$ cat config.mk
export PLATFORM = sky130hd
export DESIGN_NAME = ultrasonic_ranger_turn_trigger_top
export DESIGN_NICKNAME = d
export VERILOG_FILES = /design/src/rtl/core/urtt_pkg.sv /design/src/rtl/core/urtt_cfg_regs.sv /design/src/rtl/core/urtt_in_stage.sv /design/src/rtl/core/urtt_ranger.sv /design/src/rtl/core/urtt_out_stage.sv /design/src/rtl/core/ultrasonic_ranger_turn_trigger_top.sv
export SDC_FILE = /design/constraint.sdc
export NUM_CORES = 1
export LEC_CHECK = 0
export BUFFER_PORTS_ARGS = -buffer_cell sky130_fd_sc_hd__buf_2
export CAP_MARGIN = 40
export CORE_UTILIZATION = 50
export CTS_CLUSTER_DIAMETER = 150
export CTS_CLUSTER_SIZE = 40
export DETAILED_ROUTE_END_ITERATION = 6
export PLACE_DENSITY = 0.71
export SETUP_SLACK_MARGIN = 0.1
export SKIP_CTS_REPAIR_TIMING = 1
export SLEW_MARGIN = 5
export SYNTH_ARGS = -nofsm -noshare
export SYNTH_HDL_FRONTEND = slang
export SYNTH_SLANG_ARGS = --single-unit
$ cat constraint.sdc
create_clock -name clk -period 12.3 [get_ports clk]
set_input_delay 1.23 -clock clk [delete_from_list [all_inputs] [get_ports clk]]
set_output_delay 1.23 -clock clk [all_outputs]
set_load 0.02 [all_outputs]
$ cat src/rtl/core/urtt_pkg.sv
package urtt_pkg;

  localparam int COUNT_WIDTH_DEF = 20;

  localparam int TRIG_W = 10;
  localparam int TMO_W  = 20;
  localparam int MM_W   = 16;
  localparam int Q16_W  = 16;
  localparam int CFG_IDX_W  = 2;
  localparam int CFG_DATA_W = 20;

  localparam logic [CFG_IDX_W-1:0] REG_TRIGGER_TICKS = 2'd0;
  localparam logic [CFG_IDX_W-1:0] REG_TIMEOUT_TICKS = 2'd1;
  localparam logic [CFG_IDX_W-1:0] REG_FAR_THRESHOLD = 2'd2;
  localparam logic [CFG_IDX_W-1:0] REG_MM_PER_TICK   = 2'd3;

  localparam logic [TRIG_W-1:0] TRIGGER_TICKS_RST = 10'd10;
  localparam logic [TMO_W-1:0]  TIMEOUT_TICKS_RST = 20'd100000;
  localparam logic [MM_W-1:0]   FAR_THRESHOLD_RST = 16'd1000;
  localparam logic [Q16_W-1:0]  MM_PER_TICK_RST   = 16'd11239;

  localparam logic [1:0] ST_OK       = 2'd0;
  localparam logic [1:0] ST_TMO_HIGH = 2'd1;
  localparam logic [1:0] ST_TMO_LOW  = 2'd2;

  localparam logic [2:0] TURNS_RST = 3'd3;
  localparam logic [2:0] TURNS_MAX = 3'd4;

  typedef enum logic [3:0] {
    PH_IDLE  = 4'b0001,
    PH_TRIG  = 4'b0010,
    PH_WHIGH = 4'b0100,
    PH_WLOW  = 4'b1000
  } phase_t;

  typedef struct packed {
    logic [TRIG_W-1:0] trigger_ticks;
    logic [TMO_W-1:0]  timeout_ticks;
    logic [MM_W-1:0]   far_threshold_mm;
    logic [Q16_W-1:0]  mm_per_tick_q16;
  } cfg_t;

  typedef struct packed {
    logic cmd;
    logic echo_level;
  } in_item_t;

  typedef struct packed {
    logic            trigger_out;
    logic            busy_res;
    logic            done_res;
    logic [1:0]      status;
    logic [MM_W-1:0] distance_mm;
    logic            turn_event;
    logic [2:0]      turn_count;
  } res_t;

endpackage

$ cat src/rtl/core/urtt_cfg_regs.sv
module urtt_cfg_regs
  import urtt_pkg::*;
(
  input  logic                  clk,
  input  logic                  rst_n,
  input  logic                  cfg_we,
  input  logic [CFG_IDX_W-1:0]  cfg_index,
  input  logic [CFG_DATA_W-1:0] cfg_data,
  output cfg_t                  cfg
);

  cfg_t cfg_r;

  always_ff @(posedge clk) begin
    if (!rst_n) begin
      cfg_r.trigger_ticks    <= TRIGGER_TICKS_RST;
      cfg_r.timeout_ticks    <= TIMEOUT_TICKS_RST;
      cfg_r.far_threshold_mm <= FAR_THRESHOLD_RST;
      cfg_r.mm_per_tick_q16  <= MM_PER_TICK_RST;
    end else if (cfg_we) begin
      case (cfg_index)
        REG_TRIGGER_TICKS: cfg_r.trigger_ticks    <= cfg_data[TRIG_W-1:0];
        REG_TIMEOUT_TICKS: cfg_r.timeout_ticks    <= cfg_data[TMO_W-1:0];
        REG_FAR_THRESHOLD: cfg_r.far_threshold_mm <= cfg_data[MM_W-1:0];
        REG_MM_PER_TICK:   cfg_r.mm_per_tick_q16  <= cfg_data[Q16_W-1:0];
        default: ;
      endcase
    end
  end

  assign cfg = cfg_r;

endmodule

$ cat src/rtl/core/urtt_in_stage.sv
module urtt_in_stage
  import urtt_pkg::*;
(
  input  logic     clk,
  input  logic     rst_n,
  input  logic     in_valid,
  output logic     in_stall,
  input  in_item_t in_item,
  input  logic     adv,
  output logic     s1_valid,
  output in_item_t s1_item
);

  logic     valid_r;
  in_item_t item_r;

  assign in_stall = valid_r & ~adv;

  always_ff @(posedge clk) begin
    if (!rst_n) begin
      valid_r <= 1'b0;
    end else if (!in_stall) begin
      valid_r <= in_valid;
    end
  end

  always_ff @(posedge clk) begin
    if (!in_stall && in_valid) begin
      item_r <= in_item;
    end
  end

  assign s1_valid = valid_r;
  assign s1_item  = item_r;

endmodule

$ cat src/rtl/core/urtt_ranger.sv
module urtt_ranger
  import urtt_pkg::*;
#(
  parameter int COUNT_WIDTH = COUNT_WIDTH_DEF
) (
  input  logic     clk,
  input  logic     rst_n,
  input  cfg_t     cfg,
  input  logic     step,
  input  in_item_t item,
  output res_t     res
);

  localparam int CMP_W  = (COUNT_WIDTH > TMO_W) ? COUNT_WIDTH : TMO_W;
  localparam int PROD_W = COUNT_WIDTH + Q16_W;
  localparam int EXT_W  = (PROD_W > 32) ? PROD_W : 32;
  localparam logic [PROD_W-1:0] ROUND_HALF = PROD_W'(32'h0000_8000);

  phase_t                 phase_r, phase_nxt;
  logic [COUNT_WIDTH-1:0] wait_r, wait_nxt;
  logic [COUNT_WIDTH-1:0] high_r, high_nxt;
  logic                   hold_r, hold_nxt;
  logic [2:0]             turns_r, turns_nxt;

  logic [COUNT_WIDTH-1:0] wait_inc;
  logic [CMP_W-1:0]       trig_cmp;
  logic [CMP_W-1:0]       tmo_cmp;
  logic [CMP_W-1:0]       wait_inc_cmp;
  logic [CMP_W-1:0]       one_cmp;
  logic [PROD_W-1:0]      prod;
  logic [EXT_W-1:0]       mm_ext;
  logic [MM_W-1:0]        dist_sat;
  logic                   far;

  assign wait_inc     = (&wait_r) ? wait_r : wait_r + COUNT_WIDTH'(1);
  assign trig_cmp     = CMP_W'(cfg.trigger_ticks);
  assign tmo_cmp      = CMP_W'(cfg.timeout_ticks);
  assign wait_inc_cmp = CMP_W'(wait_inc);
  assign one_cmp      = CMP_W'(1);

  // high count * q16 plus the rounding half
  assign prod     = PROD_W'(high_r) * PROD_W'(cfg.mm_per_tick_q16) + ROUND_HALF;
  assign mm_ext   = EXT_W'(prod) >> 16;
  assign dist_sat = (|mm_ext[EXT_W-1:16]) ? {MM_W{1'b1}} : mm_ext[MM_W-1:0];
  assign far      = dist_sat > cfg.far_threshold_mm;

  always_comb begin
    phase_nxt = phase_r;
    wait_nxt  = wait_r;
    high_nxt  = high_r;
    hold_nxt  = hold_r;
    turns_nxt = turns_r;
    res       = '0;
    case (phase_r)
      PH_IDLE: begin
        if (item.cmd) begin
          res.trigger_out = 1'b1;
          if (one_cmp >= trig_cmp) begin
            phase_nxt = PH_WHIGH;
            wait_nxt  = '0;
          end else begin
            phase_nxt = PH_TRIG;
            wait_nxt  = COUNT_WIDTH'(1);
          end
        end
      end
      PH_TRIG: begin
        res.trigger_out = 1'b1;
        if (wait_inc_cmp >= trig_cmp) begin
          phase_nxt = PH_WHIGH;
          wait_nxt  = '0;
        end else begin
          wait_nxt = wait_inc;
        end
      end
      PH_WHIGH: begin
        if (item.echo_level) begin
          phase_nxt = PH_WLOW;
          high_nxt  = COUNT_WIDTH'(1);
          wait_nxt  = COUNT_WIDTH'(1);
          if (one_cmp >= tmo_cmp) begin
            res.done_res = 1'b1;
            res.status   = ST_TMO_LOW;
            phase_nxt    = PH_IDLE;
          end
        end else begin
          wait_nxt = wait_inc;
          if (wait_inc_cmp >= tmo_cmp) begin
            res.done_res = 1'b1;
            res.status   = ST_TMO_HIGH;
            phase_nxt    = PH_IDLE;
          end
        end
      end
      PH_WLOW: begin
        if (!item.echo_level) begin
          res.done_res    = 1'b1;
          res.status      = ST_OK;
          res.distance_mm = dist_sat;
          phase_nxt       = PH_IDLE;
          if (far && !hold_r) begin
            res.turn_event = 1'b1;
            turns_nxt      = (turns_r >= TURNS_MAX) ? 3'd0 : turns_r + 3'd1;
          end
          hold_nxt = far;
        end else begin
          if (!(&high_r)) begin
            high_nxt = high_r + COUNT_WIDTH'(1);
          end
          wait_nxt = wait_inc;
          if (wait_inc_cmp >= tmo_cmp) begin
            res.done_res = 1'b1;
            res.status   = ST_TMO_LOW;
            phase_nxt    = PH_IDLE;
          end
        end
      end
      default: begin
        phase_nxt = PH_IDLE;
      end
    endcase
    res.busy_res   = (phase_nxt != PH_IDLE);
    res.turn_count = turns_nxt;
  end

  always_ff @(posedge clk) begin
    if (!rst_n) begin
      phase_r <= PH_IDLE;
      wait_r  <= '0;
      high_r  <= '0;
      hold_r  <= 1'b0;
      turns_r <= TURNS_RST;
    end else if (step) begin
      phase_r <= phase_nxt;
      wait_r  <= wait_nxt;
      high_r  <= high_nxt;
      hold_r  <= hold_nxt;
      turns_r <= turns_nxt;
    end
  end

endmodule

$ cat src/rtl/core/urtt_out_stage.sv
module urtt_out_stage
  import urtt_pkg::*;
(
  input  logic clk,
  input  logic rst_n,
  input  logic s1_valid,
  input  res_t res,
  output logic adv,
  output logic out_valid,
  input  logic out_stall,
  output res_t out_res
);

  logic valid_r;
  res_t res_r;

  assign adv = ~valid_r | ~out_stall;

  always_ff @(posedge clk) begin
    if (!rst_n) begin
      valid_r <= 1'b0;
    end else if (adv) begin
      valid_r <= s1_valid;
    end
  end

  always_ff @(posedge clk) begin
    if (adv && s1_valid) begin
      res_r <= res;
    end
  end

  assign out_valid = valid_r;
  assign out_res   = res_r;

endmodule

$ cat src/rtl/core/ultrasonic_ranger_turn_trigger_top.sv
// channel | direction | handshake              | payload
// in      | input     | in_valid / in_stall    | in_cmd, in_echo_level
// out     | output    | out_valid / out_stall  | out_trigger_out .. out_turn_count
// cfg     | input     | cfg_we                 | cfg_index, cfg_data
//
// One request per cycle sustained while out_stall is low. A request taken sits in the input
// register; its result is loaded into the result register and leaves from there.
// Distance is high count times mm_per_tick_q16, rounded, at the falling echo edge.
// Synchronous active-low reset; config returns to defaults, no clear sweep.
// out_stall holds the result register and backs up into in_stall.
module ultrasonic_ranger_turn_trigger_top
  import urtt_pkg::*;
#(
  parameter int COUNT_WIDTH = COUNT_WIDTH_DEF
) (
  input  logic                  clk,
  input  logic                  rst_n,
  input  logic                  in_valid,
  output logic                  in_stall,
  input  logic                  in_cmd,
  input  logic                  in_echo_level,
  output logic                  out_valid,
  input  logic                  out_stall,
  output logic                  out_trigger_out,
  output logic                  out_busy_res,
  output logic                  out_done_res,
  output logic [1:0]            out_status,
  output logic [MM_W-1:0]       out_distance_mm,
  output logic                  out_turn_event,
  output logic [2:0]            out_turn_count,
  input  logic                  cfg_we,
  input  logic [CFG_IDX_W-1:0]  cfg_index,
  input  logic [CFG_DATA_W-1:0] cfg_data
);

  cfg_t     cfg;
  in_item_t in_item;
  in_item_t s1_item;
  logic     s1_valid;
  logic     adv;
  res_t     res;
  res_t     out_res;

  assign in_item.cmd        = in_cmd;
  assign in_item.echo_level = in_echo_level;

  urtt_cfg_regs u_cfg (
    .clk       (clk),
    .rst_n     (rst_n),
    .cfg_we    (cfg_we),
    .cfg_index (cfg_index),
    .cfg_data  (cfg_data),
    .cfg       (cfg)
  );

  urtt_in_stage u_in (
    .clk      (clk),
    .rst_n    (rst_n),
    .in_valid (in_valid),
    .in_stall (in_stall),
    .in_item  (in_item),
    .adv      (adv),
    .s1_valid (s1_valid),
    .s1_item  (s1_item)
  );

  urtt_ranger #(
    .COUNT_WIDTH (COUNT_WIDTH)
  ) u_ranger (
    .clk   (clk),
    .rst_n (rst_n),
    .cfg   (cfg),
    .step  (adv & s1_valid),
    .item  (s1_item),
    .res   (res)
  );

  urtt_out_stage u_out (
    .clk       (clk),
    .rst_n     (rst_n),
    .s1_valid  (s1_valid),
    .res       (res),
    .adv       (adv),
    .out_valid (out_valid),
    .out_stall (out_stall),
    .out_res   (out_res)
  );

  assign out_trigger_out = out_res.trigger_out;
  assign out_busy_res    = out_res.busy_res;
  assign out_done_res    = out_res.done_res;
  assign out_status      = out_res.status;
  assign out_distance_mm = out_res.distance_mm;
  assign out_turn_event  = out_res.turn_event;
  assign out_turn_count  = out_res.turn_count;

endmodule

Yosys cells after proc, flatten, opt, wreduce, memory -nomap -nowiden. Cells that the tools add are included.

$add $sub $neg: 4. Multiply operators: 1. Order comparisons: 6. Eq/ne operators: 12. Mux-type cells: 33. Bitwise logic cells: 8. Reductions and logical operators: 19.

Operators with widths (number): $mux W20 (8); $pmux W20 S4 (1); $add A20 B1 Y20 const B (2); $pmux W20 S2 (1); $reduce_and A20 Y1 (2); $add A36 B16 Y36 const B (1); $mul A20 B16 Y36 (1); $mux W3 (10); $mux W4 (6); $ge A1 B20 Y1 const A (1); $ge A20 B10 Y1 (1); $ge A20 B20 Y1 (1); $gt A16 B16 Y1 (1); $mux W16 (1); $pmux W4 S4 (1); $ge A1 B10 Y1 const A (1); $ne A2 B2 Y1 const B (4); $reduce_and A2 Y1 (4); $pmux W3 S2 (1); $not A1 Y1 (5); $reduce_and A5 Y1 (1); $eq A2 B2 Y1 const B (2); $eq A4 B1 Y1 const B (1); $eq A4 B2 Y1 const B (1); other kinds (19) (25).

Bits in registers: 139. Input port bits: 29. Output and inout port bits: 27. Word-level logic and storage cells: 103.

Depth between registers and ports, before layout.
Word-level depth: 9. Mapped depth: 35.

Hierarchy. From an unflattened synthesis, not the netlist that was laid out.

Cells, all modules: 2132. Area, all modules: 18301.3 um^2.

By module, submodules not included: urtt_ranger (instances 1, cells an instance 1849, area each 14934.3 um^2); urtt_cfg_regs (instances 1, cells an instance 246, area each 2461.1 um^2); urtt_out_stage (instances 1, cells an instance 30, area each 792.0 um^2); urtt_in_stage (instances 1, cells an instance 6, area each 107.6 um^2); ultrasonic_ranger_turn_trigger_top (instances 1, cells an instance 1, area each 6.3 um^2).

Worst setup path after synthesis. No wires, ideal clock.

Kind: reg-to-reg. Start: register u_ranger.high_r[9]. End: register u_out.res_r (netlist bit u_out.out_res[2]), data pin. Library setup time: 0.260 ns. Arrival: 8.960 ns. Required time: 12.040 ns. Slack: 3.081 ns. Stages on the path, launching flop included: 32. Path buffers: 3. Cell sequence: dfxtp_1 -> clkbuf_1 -> clkbuf_1 -> nand2_1 -> fa_1 -> inv_1 -> fa_1 -> fa_1 -> fa_1 -> fa_1 -> inv_1 -> fa_1 -> inv_1 -> ha_1 -> nand4_4 -> or4_1 -> a311o_1 -> a21o_1 -> a31o_1 -> o311a_4 -> a2111oi_4 -> buf_6 -> nand2_1 -> ha_1 -> nor2b_1 -> o21a_1 -> o21a_1 -> o21ai_0 -> a21oi_1 -> a2111oi_0 -> nor3_1 -> mux2_2.

RTL lines: start: declaration (line urtt_ranger.sv:21) `logic [COUNT_WIDTH-1:0] high_r, high_nxt;`; start signal: assignment (line urtt_ranger.sv:136) `high_r <= high_nxt;`; end signal: assignment (line urtt_out_stage.sv:29) `res_r <= res;`; end: declaration (line urtt_out_stage.sv:15) `res_t res_r;`.

==> flow_metrics.env <==
export IMPL_status="finished clean"
export IMPL_final_core_utilization=0.546
export IMPL_die_area_sq_mm=0.0368
export IMPL_antenna_cells_inserted=0
export IMPL_mostFrequentLayoutCell="sky130_fd_sc_hd__inv_1"
export IMPL_max_clock_freq_ghz=0.106
export IMPL_final_net_count=2541
export IMPL_hpwl_microns=37400
export IMPL_critical_path_startpoint_type="flip-flop"
export IMPL_vias=14600
export IMPL_worst_tran_pin_value_ns=0.966
export IMPL_clock_skew_ns=0.0139
export IMPL_grt_start_max_net_pins=76
export IMPL_drt_met1_wl_microns=19600
export IMPL_clk_latency_ns=0.45
export IMPL_worstPathMaxFanout=32
export IMPL_worst_hold_path_type="flip-flop to flip-flop"
export IMPL_maximum_count_of_clock_buffers_along_a_single_path=2
export IMPL_cp_data_arrival_time_ns=9.63
export IMPL_setup_total_negative_slack_ns=0
export IMPL_period_needed_ns=9.44
export IMPL_floorplan_die_width_microns=192
export IMPL_cts_tree="built"
export IMPL_synth_edff_count=27
export IMPL_first_global_vias=15200
export IMPL_number_of_antenna_violating_nets_in_the_routed_design=0
export IMPL_critical_path_most_common_cell="sky130_fd_sc_hd__fa_1"
export IMPL_timing_slew_headroom=0.355
export IMPL_boundaryPins=56
export IMPL_route_detailed_drc=0
export IMPL_postLayoutCellArea_sq_mm=0.0194
export IMPL_dr_wl_met2_microns=24300
export IMPL_avgSynthCellArea_sq_um=8.56
export IMPL_route_final_wire_length_microns=48500
export IMPL_async_reset_ff_frac=0
export IMPL_crit_path_end_kind="flip-flop"
export IMPL_synth_top_cells_by_area="sky130_fd_sc_hd__fa_1 28%, sky130_fd_sc_hd__dfxtp_1 12%, sky130_fd_sc_hd__ha_1 12%"
export IMPL_grt_antenna_before_repair=0
export IMPL_mappedNetlistNets=2556
export IMPL_synth_distinct_cells=75
export IMPL_total_leakage_power_nw=9.42
export IMPL_detail_route_wl_per_cell_microns=18.9
export IMPL_met3_wirelength_microns=3080
export IMPL_synthFlopType="sky130_fd_sc_hd__dfxtp_1"
export IMPL_power_density_mw_per_mm2=58.7
export IMPL_clock_tree_htree_level_count=4
export IMPL_final_weighted_congestion_in_routability_driven_placement=0.926
export IMPL_synth_ff_latch_count=139
export IMPL_final_cycle_share=0.767
export IMPL_area_growth_pct=7.71
export IMPL_num_rows=69
export IMPL_final_hold_viol_count=0
export IMPL_die_height_microns=192
export IMPL_numClockSinks=139
export IMPL_drv_cap=0
export IMPL_grt_first_pass_wirelength_microns=79200
export IMPL_routed_top_layer="met4"
export IMPL_postPlaceCellArea_sq_mm=0.0188
export IMPL_critical_path_slowest_cell="sky130_fd_sc_hd__dfxtp_1"
export IMPL_irDropWorstVdd_mv=0.0841
export IMPL_netlist_area_pre_place_sq_mm=0.0180
export IMPL_synth_top_cell_area_share=0.276
export IMPL_root_buffer="sky130_fd_sc_hd__clkbuf_16"
export IMPL_design_core_area_sq_mm=0.0356
export IMPL_numPlacedInstances=2532
export IMPL_fillCellCount=3287
export IMPL_sequential_cell_area_fraction_in_the_yosys_report=0.169
export IMPL_netlist_instances=2107
export IMPL_largest_incremental_delay_on_the_critical_path_ns=0.95
export IMPL_grt_total_usage=0.277
export IMPL_yosys_warnings=0
export IMPL_worst_path_required_time_ns=12.49
export IMPL_slew_violations=0
export IMPL_route_detailed_vias_per_inst=5.67
export IMPL_drt_pre_antenna_iters=6
export IMPL_share_of_layout_cells_above_drive_strength_1=0.0670
export IMPL_critical_path_class="flip-flop to flip-flop"
export IMPL_detailed_route_iter0_violations=1190
export IMPL_placement_io_buffers=55
export IMPL_start_util=0.507
export IMPL_final_cell_count_no_fill=2566
export IMPL_most_frequent_cells_in_the_layout="361 x sky130_fd_sc_hd__inv_1, 340 x sky130_fd_sc_hd__nand2_1, 249 x sky130_fd_sc_hd__fa_1, 171 x sky130_fd_sc_hd__ha_1, 166 x sky130_fd_sc_hd__and2_1"
export IMPL_synth_top_area_cell="sky130_fd_sc_hd__fa_1"
export IMPL_cts_buffers_inserted=17
export IMPL_final_setup_violation_count=0
export IMPL_cts_reportedPaths_clkPinSlew_ns=0.07
export IMPL_grt_setup_unrepaired="no"
export IMPL_grt_remaining_overflow=0
final timing paths:
check                                    startpoint               end  slack [ns]  cells after the start
worst max-delay path            u_ranger.high_r[15]  u_out.out_res[2]        2.86                     28
worst min-delay path                  u_cfg.cfg[26]     u_cfg.cfg[26]        0.47                      2
worst max register to register  u_ranger.high_r[15]  u_out.out_res[2]        2.86                     28
worst min register to register        u_cfg.cfg[26]     u_cfg.cfg[26]        0.47                      2
critical path, delay by kind of cell, from the launching register on:
| kind | cells | cell delay, ns |
|---|---|---|
| AND/OR/NAND/NOR | 6 | 1.68 |
| AO/OA/AOI/OAI | 9 | 1.74 |
| buffers and inverters | 4 | 0.49 |
| adder cells (fa/ha/maj) | 8 | 3.89 |
| flip-flops | 1 | 0.95 |
| multiplexers | 1 | 0.39 |
registers in the layout, indices dropped and copies added (netlist names):
register and count:
u_cfg.cfg 62, u_out.out_res 25, u_ranger.high_r 20, u_ranger.wait_r 20
u_ranger.phase_r 4, u_ranger.turns_r 3, u_in.s1_item 2, u_in.s1_valid 1
u_out.out_valid 1, u_ranger.hold_r 1
synthesized netlist by cell type (all sizes together) (27+ instances only):
master and count:
inv 361, nand2 340, fa 249, ha 171
and2 167, dfxtp 112, clkbuf 106, a21oi 71
nor2 56, o21ai 45, nand3 43, a21boi 34
xor2 30, nand4 28, edfxtp 27
per-stage QoR:
step | setup WS [ns] | hold WS [ns] | power, mW
after floorplan | 3.08 | 0.443 | 0.545
after global placement | 2.94 | 0.454 | 0.578
after global routing | 2.31 | 0.491 | 1.18
after CTS | 2.87 | 0.473 | 1.15
final | 2.86 | 0.471 | 1.14
after detailed placement | 2.88 | 0.463 | 0.586
routing by layer:
layer	vias to the layer above	track usage
met5	-	0
met4	0	0.108
met3	125	0.0349
met2	575	0.487
met1	7193	0.344
li1	6664	-
power by group:
part           switching, mW  internal [mW]  leakage, nW  total, mW
combinational         0.0549         0.0298         7.95     0.0847
clock                  0.247          0.316        0.317      0.563
sequential            0.0163          0.477         1.15      0.493
area by class of cell:
type	instances	area (sq um)	area share
Inverter	361	1360	0.0697
Clock inverter	13	166	0.00857
Timing Repair Buffer	80	609	0.0314
Tap cell	461	577	0.0297
Sequential cell	139	3050	0.157
Clock buffer	19	475	0.0245
Multi-Input combinational cell	1493	13200	0.679
kinds of logic after synthesis:
| kind of cell | after synthesis | synth area share |
|---|---|---|
| buf+inv | 475 | 0.100 |
| xor+xnor | 47 | 0.0228 |
| fa+ha+maj | 420 | 0.395 |
| compound gates | 273 | 0.102 |
| flops | 139 | 0.169 |
| mux | 9 | 0.00527 |
| simple gates | 744 | 0.205 |
No activity file was read; power rests on OpenSTA's default activity.
